===== src/sv/assert_macros.svh =====
// assertion macros shared by the rtl
`ifndef ASSERT_MACROS_SVH
`define ASSERT_MACROS_SVH

// antecedent implies consequent in the same cycle
`define ASSERT_IMPLY(label, clk, rst, ante, cons) \
   label: assert property (@(posedge clk) disable iff (rst) (ante) |-> (cons)) \
      else $error("assertion failed");

// condition must never be seen
`define ASSERT_NEVER(label, clk, rst, cond) \
   label: assert property (@(posedge clk) disable iff (rst) !(cond)) \
      else $error("assertion failed");

`endif


===== src/sv/wmvs_pkg.sv =====
package wmvs_pkg;

   // input transaction
   typedef struct packed {
      logic signed [15:0] target_sample;
      logic [11:0]        sample_weight;
      logic               in_training;
      logic               last_sample;
   } req_type;

   // result transaction
   typedef struct packed {
      logic signed [15:0] mean_value;
      logic [31:0]        variance_value;
      logic [15:0]        std_deviation;
      logic [1:0]         status;
   } rsp_type;

   // front to top status
   typedef struct packed {
      logic       push;
      logic [1:0] pending_last;
   } front_stat_type;

   localparam logic [1:0] STATUS_OK       = 2'd0;
   localparam logic [1:0] STATUS_TOO_FEW  = 2'd1;
   localparam logic [1:0] STATUS_ZERO_SUM = 2'd2;

   localparam int QUEUE_DEPTH = 2;

endpackage


===== src/sv/wmvs_queue.sv =====
module wmvs_queue #(
   parameter int WIDTH = 8
) (
   input  logic             clock,
   input  logic             reset,
   input  logic             push,
   input  logic [WIDTH-1:0] data_in,
   input  logic             pop,
   output logic [WIDTH-1:0] data_out,
   output logic             empty,
   output logic [1:0]       count
);
   import wmvs_pkg::*;

   logic [WIDTH-1:0] mem_ff [QUEUE_DEPTH];
   logic             wr_ptr_ff, wr_ptr_in;
   logic             rd_ptr_ff, rd_ptr_in;
   logic [1:0]       count_ff, count_in;

   // pointer and fill bookkeeping
   always_comb begin
      wr_ptr_in = push ? ~wr_ptr_ff : wr_ptr_ff;
      rd_ptr_in = pop ? ~rd_ptr_ff : rd_ptr_ff;
      count_in  = count_ff + {1'b0, push} - {1'b0, pop};
   end

   always_ff @(posedge clock) begin
      if (reset) begin
         wr_ptr_ff <= 1'b0;
         rd_ptr_ff <= 1'b0;
         count_ff  <= 2'd0;
      end else begin
         wr_ptr_ff <= wr_ptr_in;
         rd_ptr_ff <= rd_ptr_in;
         count_ff  <= count_in;
      end
   end

   // storage
   always_ff @(posedge clock) begin
      if (push) begin
         mem_ff[wr_ptr_ff] <= data_in;
      end
   end

   assign data_out = mem_ff[rd_ptr_ff];
   assign empty    = (count_ff == 2'd0);
   assign count    = count_ff;

endmodule


===== src/sv/wmvs_front.sv =====
module wmvs_front #(
   parameter int MAX_SAMPLES = 1024,
   parameter int CW = 11,
   parameter int WW = 23,
   parameter int SW = 39,
   parameter int QW = 53
) (
   input  logic                    clock,
   input  logic                    reset,
   input  logic                    start,
   input  logic                    busy,
   input  wmvs_pkg::req_type       req_item,
   input  logic                    csr_write,
   input  logic                    csr_data,
   output wmvs_pkg::front_stat_type stat,
   output logic                    job_mode,
   output logic [CW-1:0]           job_count,
   output logic [WW-1:0]           job_wsum,
   output logic signed [SW-1:0]    job_sum,
   output logic [QW-1:0]           job_sqsum
);
   import wmvs_pkg::*;

   logic                accept, take;
   logic                mode_ff, mode_in;
   logic [CW-1:0]       cnt_ff, cnt_in, cnt_final;

   // stage one: effective weight and sample
   logic                v1_ff, l1_ff, m1_ff;
   logic [11:0]         ew1_ff;
   logic signed [15:0]  t1_ff;
   logic [CW-1:0]       n1_ff;

   // stage two: first products
   logic                v2_ff, l2_ff, m2_ff;
   logic [11:0]         ew2_ff;
   logic signed [28:0]  wt2_ff;
   logic [30:0]         tt2_ff;
   logic [CW-1:0]       n2_ff;

   logic signed [31:0]  tt_full;
   logic signed [28:0]  wt_full;
   logic [42:0]         wtt;

   logic [WW-1:0]        wacc_ff, wacc_in, wsum_nx;
   logic signed [SW-1:0] sacc_ff, sacc_in, ssum_nx;
   logic [QW-1:0]        qacc_ff, qacc_in, qsum_nx;

   // accept and sample count
   always_comb begin
      accept    = start && !busy;
      take      = accept && req_item.in_training && (cnt_ff < CW'(MAX_SAMPLES));
      cnt_final = cnt_ff + CW'(take);
      cnt_in    = cnt_ff;
      if (accept) begin
         cnt_in = req_item.last_sample ? '0 : cnt_final;
      end
      mode_in = csr_write ? csr_data : mode_ff;
   end

   always_ff @(posedge clock) begin
      if (reset) begin
         cnt_ff  <= '0;
         mode_ff <= 1'b0;
         v1_ff   <= 1'b0;
         l1_ff   <= 1'b0;
         v2_ff   <= 1'b0;
         l2_ff   <= 1'b0;
      end else begin
         cnt_ff  <= cnt_in;
         mode_ff <= mode_in;
         v1_ff   <= take;
         l1_ff   <= accept && req_item.last_sample;
         v2_ff   <= v1_ff;
         l2_ff   <= l1_ff;
      end
   end

   // stage one payload
   always_ff @(posedge clock) begin
      ew1_ff <= mode_ff ? req_item.sample_weight : 12'd1;
      t1_ff  <= req_item.target_sample;
      n1_ff  <= cnt_final;
      m1_ff  <= mode_ff;
   end

   // stage two products
   always_comb begin
      wt_full = 29'($signed({1'b0, ew1_ff}) * t1_ff);
      tt_full = t1_ff * t1_ff;
   end

   always_ff @(posedge clock) begin
      ew2_ff <= ew1_ff;
      wt2_ff <= wt_full;
      tt2_ff <= tt_full[30:0];
      n2_ff  <= n1_ff;
      m2_ff  <= m1_ff;
   end

   // accumulate, snapshot and clear on the last sample
   always_comb begin
      wtt     = ew2_ff * tt2_ff;
      wsum_nx = wacc_ff;
      ssum_nx = sacc_ff;
      qsum_nx = qacc_ff;
      if (v2_ff) begin
         wsum_nx = wacc_ff + WW'(ew2_ff);
         ssum_nx = sacc_ff + {{(SW-29){wt2_ff[28]}}, wt2_ff};
         qsum_nx = qacc_ff + QW'(wtt);
      end
      wacc_in = l2_ff ? '0 : wsum_nx;
      sacc_in = l2_ff ? '0 : ssum_nx;
      qacc_in = l2_ff ? '0 : qsum_nx;
   end

   always_ff @(posedge clock) begin
      if (reset) begin
         wacc_ff <= '0;
         sacc_ff <= '0;
         qacc_ff <= '0;
      end else begin
         wacc_ff <= wacc_in;
         sacc_ff <= sacc_in;
         qacc_ff <= qacc_in;
      end
   end

   assign job_mode          = m2_ff;
   assign job_count         = n2_ff;
   assign job_wsum          = wsum_nx;
   assign job_sum           = ssum_nx;
   assign job_sqsum         = qsum_nx;
   assign stat.push         = l2_ff;
   assign stat.pending_last = {1'b0, l1_ff} + {1'b0, l2_ff};

endmodule


===== src/sv/wmvs_back.sv =====
module wmvs_back #(
   parameter int CW = 11,
   parameter int WW = 23,
   parameter int SW = 39,
   parameter int QW = 53
) (
   input  logic                 clock,
   input  logic                 reset,
   input  logic                 empty,
   input  logic                 job_mode,
   input  logic [CW-1:0]        job_count,
   input  logic [WW-1:0]        job_wsum,
   input  logic signed [SW-1:0] job_sum,
   input  logic [QW-1:0]        job_sqsum,
   output logic                 pop,
   output logic                 rsp_valid,
   output wmvs_pkg::rsp_type    rsp_item
);
   import wmvs_pkg::*;

   localparam int MW  = SW - 1;
   localparam int PW  = WW + QW;
   localparam int DW  = 2 * WW;
   localparam int CTW = $clog2(PW);

   localparam logic [2:0] ST_IDLE     = 3'd0;
   localparam logic [2:0] ST_MUL_AQ   = 3'd1;
   localparam logic [2:0] ST_MUL_SS   = 3'd2;
   localparam logic [2:0] ST_MUL_D    = 3'd3;
   localparam logic [2:0] ST_DIV_MEAN = 3'd4;
   localparam logic [2:0] ST_DIV_VAR  = 3'd5;
   localparam logic [2:0] ST_SQRT     = 3'd6;

   logic [2:0]      state_ff, state_in;
   logic [CTW-1:0]  cnt_ff, cnt_in;
   logic            mode_ff, mode_in, neg_ff, neg_in;
   logic [CW-1:0]   n_ff, n_in;
   logic [WW-1:0]   a_ff, a_in;
   logic [MW-1:0]   mag_ff, mag_in, mag_job;
   logic [QW-1:0]   q_ff, q_in;
   logic [PW-1:0]   aq_ff, aq_in;
   logic [DW-1:0]   d_ff, d_in;
   // shift-add multiplier
   logic [PW-1:0]   mc_ff, mc_in, pr_ff, pr_in, pr_nx;
   logic [MW-1:0]   mp_ff, mp_in;
   // restoring divider
   logic [PW-1:0]   nm_ff, nm_in, qo_ff, qo_in, qo_nx;
   logic [DW-1:0]   dv_ff, dv_in;
   logic [DW:0]     rm_ff, rm_in, rm_nx, rm_sh;
   logic            qbit, rnd;
   logic [PW:0]     qr;
   // square root
   logic [31:0]     x_ff, x_in, res_ff, res_in, bit_ff, bit_in;
   logic [32:0]     trial;
   // result
   logic            valid_ff, valid_in;
   rsp_type         rsp_ff, rsp_in;
   logic [1:0]      st_job;
   logic [16:0]     qmc;
   logic            mul_last, div_last, sqrt_last;

   // datapath step values
   always_comb begin
      pr_nx     = mp_ff[0] ? pr_ff + mc_ff : pr_ff;
      rm_sh     = {rm_ff[DW-1:0], nm_ff[PW-1]};
      qbit      = (rm_sh >= {1'b0, dv_ff});
      rm_nx     = qbit ? rm_sh - {1'b0, dv_ff} : rm_sh;
      qo_nx     = {qo_ff[PW-2:0], qbit};
      rnd       = ({rm_nx, 1'b0} >= {2'b00, dv_ff});
      qr        = {1'b0, qo_nx} + (PW+1)'(rnd);
      trial     = {1'b0, res_ff} + {1'b0, bit_ff};
      mul_last  = (cnt_ff == CTW'(MW - 1));
      div_last  = (cnt_ff == CTW'(PW - 1));
      sqrt_last = (cnt_ff == CTW'(15));
      mag_job   = job_sum[SW-1] ? MW'(-job_sum) : MW'(job_sum);
      if (job_count < CW'(2)) begin
         st_job = STATUS_TOO_FEW;
      end else if (job_mode && job_wsum == '0) begin
         st_job = STATUS_ZERO_SUM;
      end else begin
         st_job = STATUS_OK;
      end
      if (qr > (PW+1)'(32768)) begin
         qmc = 17'd32768;
      end else begin
         qmc = qr[16:0];
      end
   end

   // sequencer
   always_comb begin
      state_in = state_ff;
      cnt_in   = cnt_ff + CTW'(1);
      mode_in  = mode_ff;
      neg_in   = neg_ff;
      n_in     = n_ff;
      a_in     = a_ff;
      mag_in   = mag_ff;
      q_in     = q_ff;
      aq_in    = aq_ff;
      d_in     = d_ff;
      mc_in    = mc_ff << 1;
      mp_in    = mp_ff >> 1;
      pr_in    = pr_nx;
      nm_in    = nm_ff << 1;
      dv_in    = dv_ff;
      rm_in    = rm_nx;
      qo_in    = qo_nx;
      x_in     = x_ff;
      res_in   = res_ff;
      bit_in   = bit_ff >> 2;
      valid_in = 1'b0;
      rsp_in   = rsp_ff;
      pop      = 1'b0;
      case (state_ff)
         ST_IDLE: begin
            cnt_in = '0;
            if (!empty) begin
               pop     = 1'b1;
               mode_in = job_mode;
               neg_in  = job_sum[SW-1];
               n_in    = job_count;
               a_in    = job_mode ? job_wsum : WW'(job_count);
               mag_in  = mag_job;
               q_in    = job_sqsum;
               mc_in   = PW'(job_sqsum);
               mp_in   = job_mode ? MW'(job_wsum) : MW'(job_count);
               pr_in   = '0;
               if (st_job != STATUS_OK) begin
                  valid_in = 1'b1;
                  rsp_in   = '0;
                  rsp_in.status = st_job;
               end else begin
                  state_in = ST_MUL_AQ;
               end
            end
         end
         ST_MUL_AQ: begin
            if (mul_last) begin
               aq_in    = pr_nx;
               mc_in    = PW'(mag_ff);
               mp_in    = mag_ff;
               pr_in    = '0;
               cnt_in   = '0;
               state_in = ST_MUL_SS;
            end
         end
         ST_MUL_SS: begin
            if (mul_last) begin
               aq_in    = (aq_ff >= pr_nx) ? aq_ff - pr_nx : '0;
               mc_in    = mode_ff ? PW'(a_ff) : PW'(n_ff);
               mp_in    = mode_ff ? MW'(a_ff) : MW'(n_ff - CW'(1));
               pr_in    = '0;
               cnt_in   = '0;
               state_in = ST_MUL_D;
            end
         end
         ST_MUL_D: begin
            if (mul_last) begin
               d_in     = pr_nx[DW-1:0];
               nm_in    = PW'(mag_ff);
               dv_in    = DW'(a_ff);
               rm_in    = '0;
               qo_in    = '0;
               cnt_in   = '0;
               state_in = ST_DIV_MEAN;
            end
         end
         ST_DIV_MEAN: begin
            if (div_last) begin
               if (neg_ff) begin
                  rsp_in.mean_value = 16'(17'd0 - qmc);
               end else if (qmc > 17'd32767) begin
                  rsp_in.mean_value = 16'sd32767;
               end else begin
                  rsp_in.mean_value = qmc[15:0];
               end
               nm_in    = aq_ff;
               dv_in    = d_ff;
               rm_in    = '0;
               qo_in    = '0;
               cnt_in   = '0;
               state_in = ST_DIV_VAR;
            end
         end
         ST_DIV_VAR: begin
            if (div_last) begin
               x_in     = (qr[PW:32] != '0) ? 32'hFFFF_FFFF : qr[31:0];
               rsp_in.variance_value = x_in;
               res_in   = '0;
               bit_in   = 32'h4000_0000;
               cnt_in   = '0;
               state_in = ST_SQRT;
            end
         end
         ST_SQRT: begin
            if ({1'b0, x_ff} >= trial) begin
               x_in   = x_ff - trial[31:0];
               res_in = (res_ff >> 1) + bit_ff;
            end else begin
               res_in = res_ff >> 1;
            end
            if (sqrt_last) begin
               rsp_in.std_deviation = res_in[15:0];
               rsp_in.status        = STATUS_OK;
               valid_in = 1'b1;
               state_in = ST_IDLE;
            end
         end
         default: begin
            state_in = ST_IDLE;
         end
      endcase
   end

   always_ff @(posedge clock) begin
      if (reset) begin
         state_ff <= ST_IDLE;
         valid_ff <= 1'b0;
      end else begin
         state_ff <= state_in;
         valid_ff <= valid_in;
      end
   end

   // datapath registers
   always_ff @(posedge clock) begin
      cnt_ff  <= cnt_in;
      mode_ff <= mode_in;
      neg_ff  <= neg_in;
      n_ff    <= n_in;
      a_ff    <= a_in;
      mag_ff  <= mag_in;
      q_ff    <= q_in;
      aq_ff   <= aq_in;
      d_ff    <= d_in;
      mc_ff   <= mc_in;
      mp_ff   <= mp_in;
      pr_ff   <= pr_in;
      nm_ff   <= nm_in;
      dv_ff   <= dv_in;
      rm_ff   <= rm_in;
      qo_ff   <= qo_in;
      x_ff    <= x_in;
      res_ff  <= res_in;
      bit_ff  <= bit_in;
      rsp_ff  <= rsp_in;
   end

   assign rsp_valid = valid_ff;
   assign rsp_item  = rsp_ff;

endmodule


===== src/sv/weighted_mean_variance_std.sv =====
// Weighted or plain mean, variance and standard deviation of a sample set.
// Samples are taken one per cycle while busy is low; the accumulating front
// end is a three-stage pipeline. The last sample of a set hands a snapshot
// of the sums to a two-entry queue, and the finishing unit works it out with
// a shift-add multiplier (three products), a restoring divider (two
// divisions) and a 16-step square root. Sets with an error status finish
// at once. busy rises while the queued sets plus the last samples still in
// the front end pipeline reach the two queue entries.
// Each result is shown on rsp_item for exactly one cycle with rsp_valid
// high; the receiver cannot stall it and must take it then.
`include "assert_macros.svh"

module weighted_mean_variance_std #(
   parameter int MAX_SAMPLES = 1024
) (
   input  logic              clock,
   input  logic              reset,
   input  logic              start,
   output logic              busy,
   input  wmvs_pkg::req_type req_item,
   output logic              rsp_valid,
   output wmvs_pkg::rsp_type rsp_item,
   input  logic              csr_valid,
   output logic              csr_ready,
   input  logic              csr_data
);
   import wmvs_pkg::*;

   localparam int CW = $clog2(MAX_SAMPLES + 1);
   localparam int WW = CW + 12;
   localparam int SW = WW + 16;
   localparam int QW = WW + 30;
   localparam int JW = 1 + CW + WW + SW + QW;

   front_stat_type       stat;
   logic                 job_mode;
   logic [CW-1:0]        job_count;
   logic [WW-1:0]        job_wsum;
   logic signed [SW-1:0] job_sum;
   logic [QW-1:0]        job_sqsum;
   logic [JW-1:0]        q_in, q_out;
   logic                 q_empty, q_pop;
   logic [1:0]           q_count;
   logic [2:0]           q_load;

   // hold off input when no queue room remains for lasts in flight
   assign q_load    = {1'b0, q_count} + {1'b0, stat.pending_last};
   assign busy      = (q_load >= 3'(QUEUE_DEPTH));
   assign csr_ready = 1'b1;

   wmvs_front #(
      .MAX_SAMPLES(MAX_SAMPLES),
      .CW(CW), .WW(WW), .SW(SW), .QW(QW)
   ) u_front (
      .clock     (clock),
      .reset     (reset),
      .start     (start),
      .busy      (busy),
      .req_item  (req_item),
      .csr_write (csr_valid && csr_ready),
      .csr_data  (csr_data),
      .stat      (stat),
      .job_mode  (job_mode),
      .job_count (job_count),
      .job_wsum  (job_wsum),
      .job_sum   (job_sum),
      .job_sqsum (job_sqsum)
   );

   assign q_in = {job_mode, job_count, job_wsum, job_sum, job_sqsum};

   wmvs_queue #(
      .WIDTH(JW)
   ) u_queue (
      .clock    (clock),
      .reset    (reset),
      .push     (stat.push),
      .data_in  (q_in),
      .pop      (q_pop),
      .data_out (q_out),
      .empty    (q_empty),
      .count    (q_count)
   );

   wmvs_back #(
      .CW(CW), .WW(WW), .SW(SW), .QW(QW)
   ) u_back (
      .clock     (clock),
      .reset     (reset),
      .empty     (q_empty),
      .job_mode  (q_out[JW-1]),
      .job_count (q_out[JW-2 -: CW]),
      .job_wsum  (q_out[JW-2-CW -: WW]),
      .job_sum   ($signed(q_out[QW+SW-1 -: SW])),
      .job_sqsum (q_out[QW-1:0]),
      .pop       (q_pop),
      .rsp_valid (rsp_valid),
      .rsp_item  (rsp_item)
   );

   // checks
   `ASSERT_NEVER(a_queue_overflow, clock, reset,
      stat.push && q_count == 2'(QUEUE_DEPTH) && !q_pop)
   `ASSERT_IMPLY(a_error_zero, clock, reset,
      rsp_valid && rsp_item.status != STATUS_OK,
      rsp_item.mean_value == '0 && rsp_item.variance_value == '0 &&
      rsp_item.std_deviation == '0)
   `ASSERT_IMPLY(a_root_bound, clock, reset, rsp_valid,
      32'(rsp_item.std_deviation) * 32'(rsp_item.std_deviation)
         <= rsp_item.variance_value)

endmodule


===== config.mk =====
export PLATFORM = sky130hd
export DESIGN_NAME = weighted_mean_variance_std
export DESIGN_NICKNAME = d
export VERILOG_FILES = /design/src/sv/wmvs_pkg.sv /design/src/sv/wmvs_queue.sv /design/src/sv/wmvs_front.sv /design/src/sv/wmvs_back.sv /design/src/sv/weighted_mean_variance_std.sv
export VERILOG_INCLUDE_DIRS = /design/src /design/src/sv
export SDC_FILE = /design/constraint.sdc
export NUM_CORES = 2
export LEC_CHECK = 0
export BUFFER_PORTS_ARGS = -buffer_cell sky130_fd_sc_hd__buf_2
export CORE_UTILIZATION = 45
export CTS_BUF_LIST = sky130_fd_sc_hd__clkbuf_8
export CTS_CLUSTER_DIAMETER = 150
export DETAILED_ROUTE_END_ITERATION = 6
export PLACE_DENSITY = 0.64
export SLEW_MARGIN = 20
export SYNTH_ARGS = -nofsm -noshare
export SYNTH_HDL_FRONTEND = slang
export SYNTH_HIERARCHICAL = 1
export SYNTH_SLANG_ARGS = --single-unit

===== constraint.sdc =====
create_clock -name clock -period 23.5 [get_ports clock]
set_input_delay 2.35 -clock clock [delete_from_list [all_inputs] [get_ports clock]]
set_output_delay 2.35 -clock clock [all_outputs]
set_load 0.1 [all_outputs]

==> out/metrics.yaml <==
outcome:
  status: "finished with violations"
  failed_checks: "DRC"
floorplanning:
  core_area_um2: 213000
  fp.dieH_um: 466
  initial_utilization_pct: 45.5
  die_area_um2: 217000
  rows: 169
  ios: 104
  fp.dieW_um: 466
critical_path:
  startpoint_type: "flip-flop"
  cp-end-kind: "flip-flop"
  worst_ep_arrival_time_ns: 14.60
  crit_slowest_cell: "clkinv_1"
  worstPathMaxFanout: 35
  path_common_cell: "ha_1"
  required_ns: 24.20
  max_stage_delay_ns: 0.81
  path_class: "reg2reg"
clocking:
  clockRootBuffer: "clkbuf_8"
  postCtsSetupRepairBufs: 0
  clockBufferDepth: 3
  clk_pin_slew_worst_paths_ns: 0.06
  holdBufCountCts: 0
  ctsResizeCount: 0
  clkSinkCount: 1299
  cts_tree: "done"
  htreeDepth: 4
  clk_latency_ns: 0.98
  cts_buffers: 224
yosys:
  ys_seq_area_share_pct: 33.3
  synth_top_area_share_pct: 19.4
  synth_ff_type: "dfxtp_1"
  syn_inst: 10200
  synth_cell_type_count: 107
  yosysWarnings: 6
  synth_edf_count: 626
  syn_avg_cell_area_um2: 9.53
  ys_ff_latch: 1299
  yosys.area.top_type: "edfxtp_1"
  async_flop_share_pct: 0
  synth.area.top_cells: "edfxtp_1 (19%), fa_1 (15%), dfxtp_1 (14%)"
  synth_area_um2: 96800
grt:
  grtUsageMet2_pct: 40.4
  grt_max_degree: 142
  grt-ovfl-total: 0
  grt-busiest-layer: "met2"
  grt_pass1_vias: 75300
  grt_pass1_wl_mm: 419
  antenna_found_initial: 11
  use_met3_pct: 3.57
  use_met1_pct: 31.7
  grt_usage_pct: 24.3
cells_and_area:
  multi_input_area_um2: 58500
  num-fill-cells: 19800
  final_cell_area_um2: 105000
  register_area_um2: 32300
  layout-drive-gt1-share_pct: 8.29
  fin_nets: 11500
  areaGrowthSynthToFinish_pct: 8.10
drt:
  wl_per_cell_um: 20.2
  via_count: 74100
  drc: 2
  drt_iter0_drc: 5357
  drt_pass1_iterations: 7
  viasPerCell: 5.63
  drt_wl_total_mm: 265
  ant_nets: 0
placement:
  place.gp.congestion: 0.908
  dp_hpwl_mm: 197
  place_area_um2: 100000
  io_buffer_count: 102
power:
  peakVddDrop_uv: 239
  power_leakage_nw: 46.0
  p_per_area_nw_per_um2: 125
sta:
  fin_tns_setup_ns: 0
  slew-limit-headroom_pct: 20.6
  hold_viol_final: 0
  fin_crit_ns: 13.90
  max_freq_mhz: 72.0
  fin_skew_ns: 0.0724
  finalMaxSlewViolations: 0
  tightest_slew_ns: 1.18
  final-setup-viol-count: 0
  rsz0062_at_grt: "false"
  min_period_over_period_pct: 59.1
min_path:
  hold_class: "reg2reg"
flow_run:
  drv_cap: 0
-- path summary, 6_finish.rpt --
kind,end,depth (start not counted),slack [ns],startpoint
max,u_back/rsp_item[55]$_SDFFCE_PN0P_,41,9.60,u_back/dv_ff[1]$_DFFE_PP_
min,u_front/job_count[3]$_DFF_P_,0,0.32,u_front/n1_ff[3]$_DFF_P_
max reg2reg,u_back/rsp_item[55]$_SDFFCE_PN0P_,41,9.60,u_back/dv_ff[1]$_DFFE_PP_
min reg2reg,u_front/job_count[3]$_DFF_P_,0,0.32,u_front/n1_ff[3]$_DFF_P_
-- cells in the final DEF, fill, tap and decap left out, types with 190 or more instances in the layout --
| cell type | netlist | routed |
|---|---|---|
| fa_1 | 744 | 744 |
| dfxtp_1 | 673 | 663 |
| ha_1 | 611 | 611 |
| o21ai_0 | 399 | 397 |
| nand2_1 | 1086 | 1085 |
| nor2_1 | 498 | 492 |
| and2_1 | 595 | 591 |
| a21oi_1 | 578 | 578 |
| edfxtp_1 | 626 | 626 |
| a21o_1 | 200 | 200 |
| clkbuf_8 | 0 | 251 |
| mux2_2 | 190 | 190 |
| inv_1 | 1182 | 1255 |
| xnor2_1 | 314 | 314 |
-- layer usage --
metal / up-vias / part of all wire [%] / routed length (µm)
met5: - / 0.0049 / 13
met4: 2 / 3.9 / 10300
met3: 533 / 6.1 / 16200
met2: 2477 / 47 / 125000
met1: 36400 / 43 / 114000
li1: 34700 / - / -
-- synth_stat cells (73+ instances only) --
cell type and number:
ha_1 611, o21bai_1 73, nand2_1 1086, inv_1 1182, a211oi_1 80, a21oi_1 578, nand3_1 149, dfxtp_1 673
o21ai_0 399, a21o_1 200, nor3_1 122, nand4_1 119, clkbuf_1 389, and3_1 109, xnor2_1 314, a31oi_1 108
nor2_1 498, and2_1 595, xor2_1 165, edfxtp_1 626, fa_1 744, o22ai_1 79, mux2_2 190
-- registers in the layout (all words and copies together) (netlist names), 46 cells and up, named ones only --
signal and count:
u_back/d_ff 46, u_back/mc_ff 76, u_back/rsp_item 66, u_queue/mem_ff 254, u_back/qo_ff 75, u_back/rm_ff 46, u_back/nm_ff 76, u_back/dv_ff 46
u_back/pr_ff 76, u_front/qacc_ff 53, u_back/aq_ff 76
-- report_power, final --
group | switching (W) | internal [W]
clock network | 0.000997 | 0.00116
registers | 0.000450 | 0.00284
logic | 0.00459 | 0.00305
total | 0.00604 | 0.00706
-- worst max-delay path: cells and delay by family (launching register included) --
| family | cells | cell delay (ns) |
|---|---|---|
| simple gates | 17 | 6.08 |
| mux | 1 | 0.35 |
| compound gates | 14 | 3.99 |
| flops | 1 | 0.36 |
| fa+ha+maj | 5 | 1.24 |
| buf+inv | 4 | 1.57 |
-- kinds of logic (layout without fill, tap and decap cells) --
logic type               Yosys count  in the layout  share of synthesized area, %
flip-flops                      1299           1299                          33.3
adder cells (fa/ha/maj)         1355           1355                          23.3
AO/OA/AOI/OAI                   2051           2051                          13.7
buffers and inverters           1633           1804                          6.44
AND/OR/NAND/NOR                 3045           3045                          15.5
XOR/XNOR                         480            480                          4.36
other                              3             12                        0.0116
multiplexers                     293            293                          3.43
-- final cells by class --
class,instances,area share (%)
Multi-Input combinational cell,7231,55.8
Tap cell,2821,3.37
Sequential cell,1299,30.8
Clock inverter,171,1.17
Clock buffer,251,3.30
Antenna cell,5,0.0120
Inverter,1182,4.24
Timing Repair Buffer,200,1.22
-- through the flow --
stage,hold slack [ns],util (%),instances,total power (W),setup slack (ns)
after floorplan,0.310,-,10200,0.00881,14.22
after global placement,0.311,46.9,12700,0.0107,9.70
after detailed placement,0.313,46.9,12700,0.0108,9.70
after CTS,0.311,49.1,13200,0.0131,9.59
after global routing,0.328,49.2,13200,0.0142,8.76
final,0.325,49.2,13200,0.0131,9.60
Note: power is estimated with default switching activity, not from simulation.
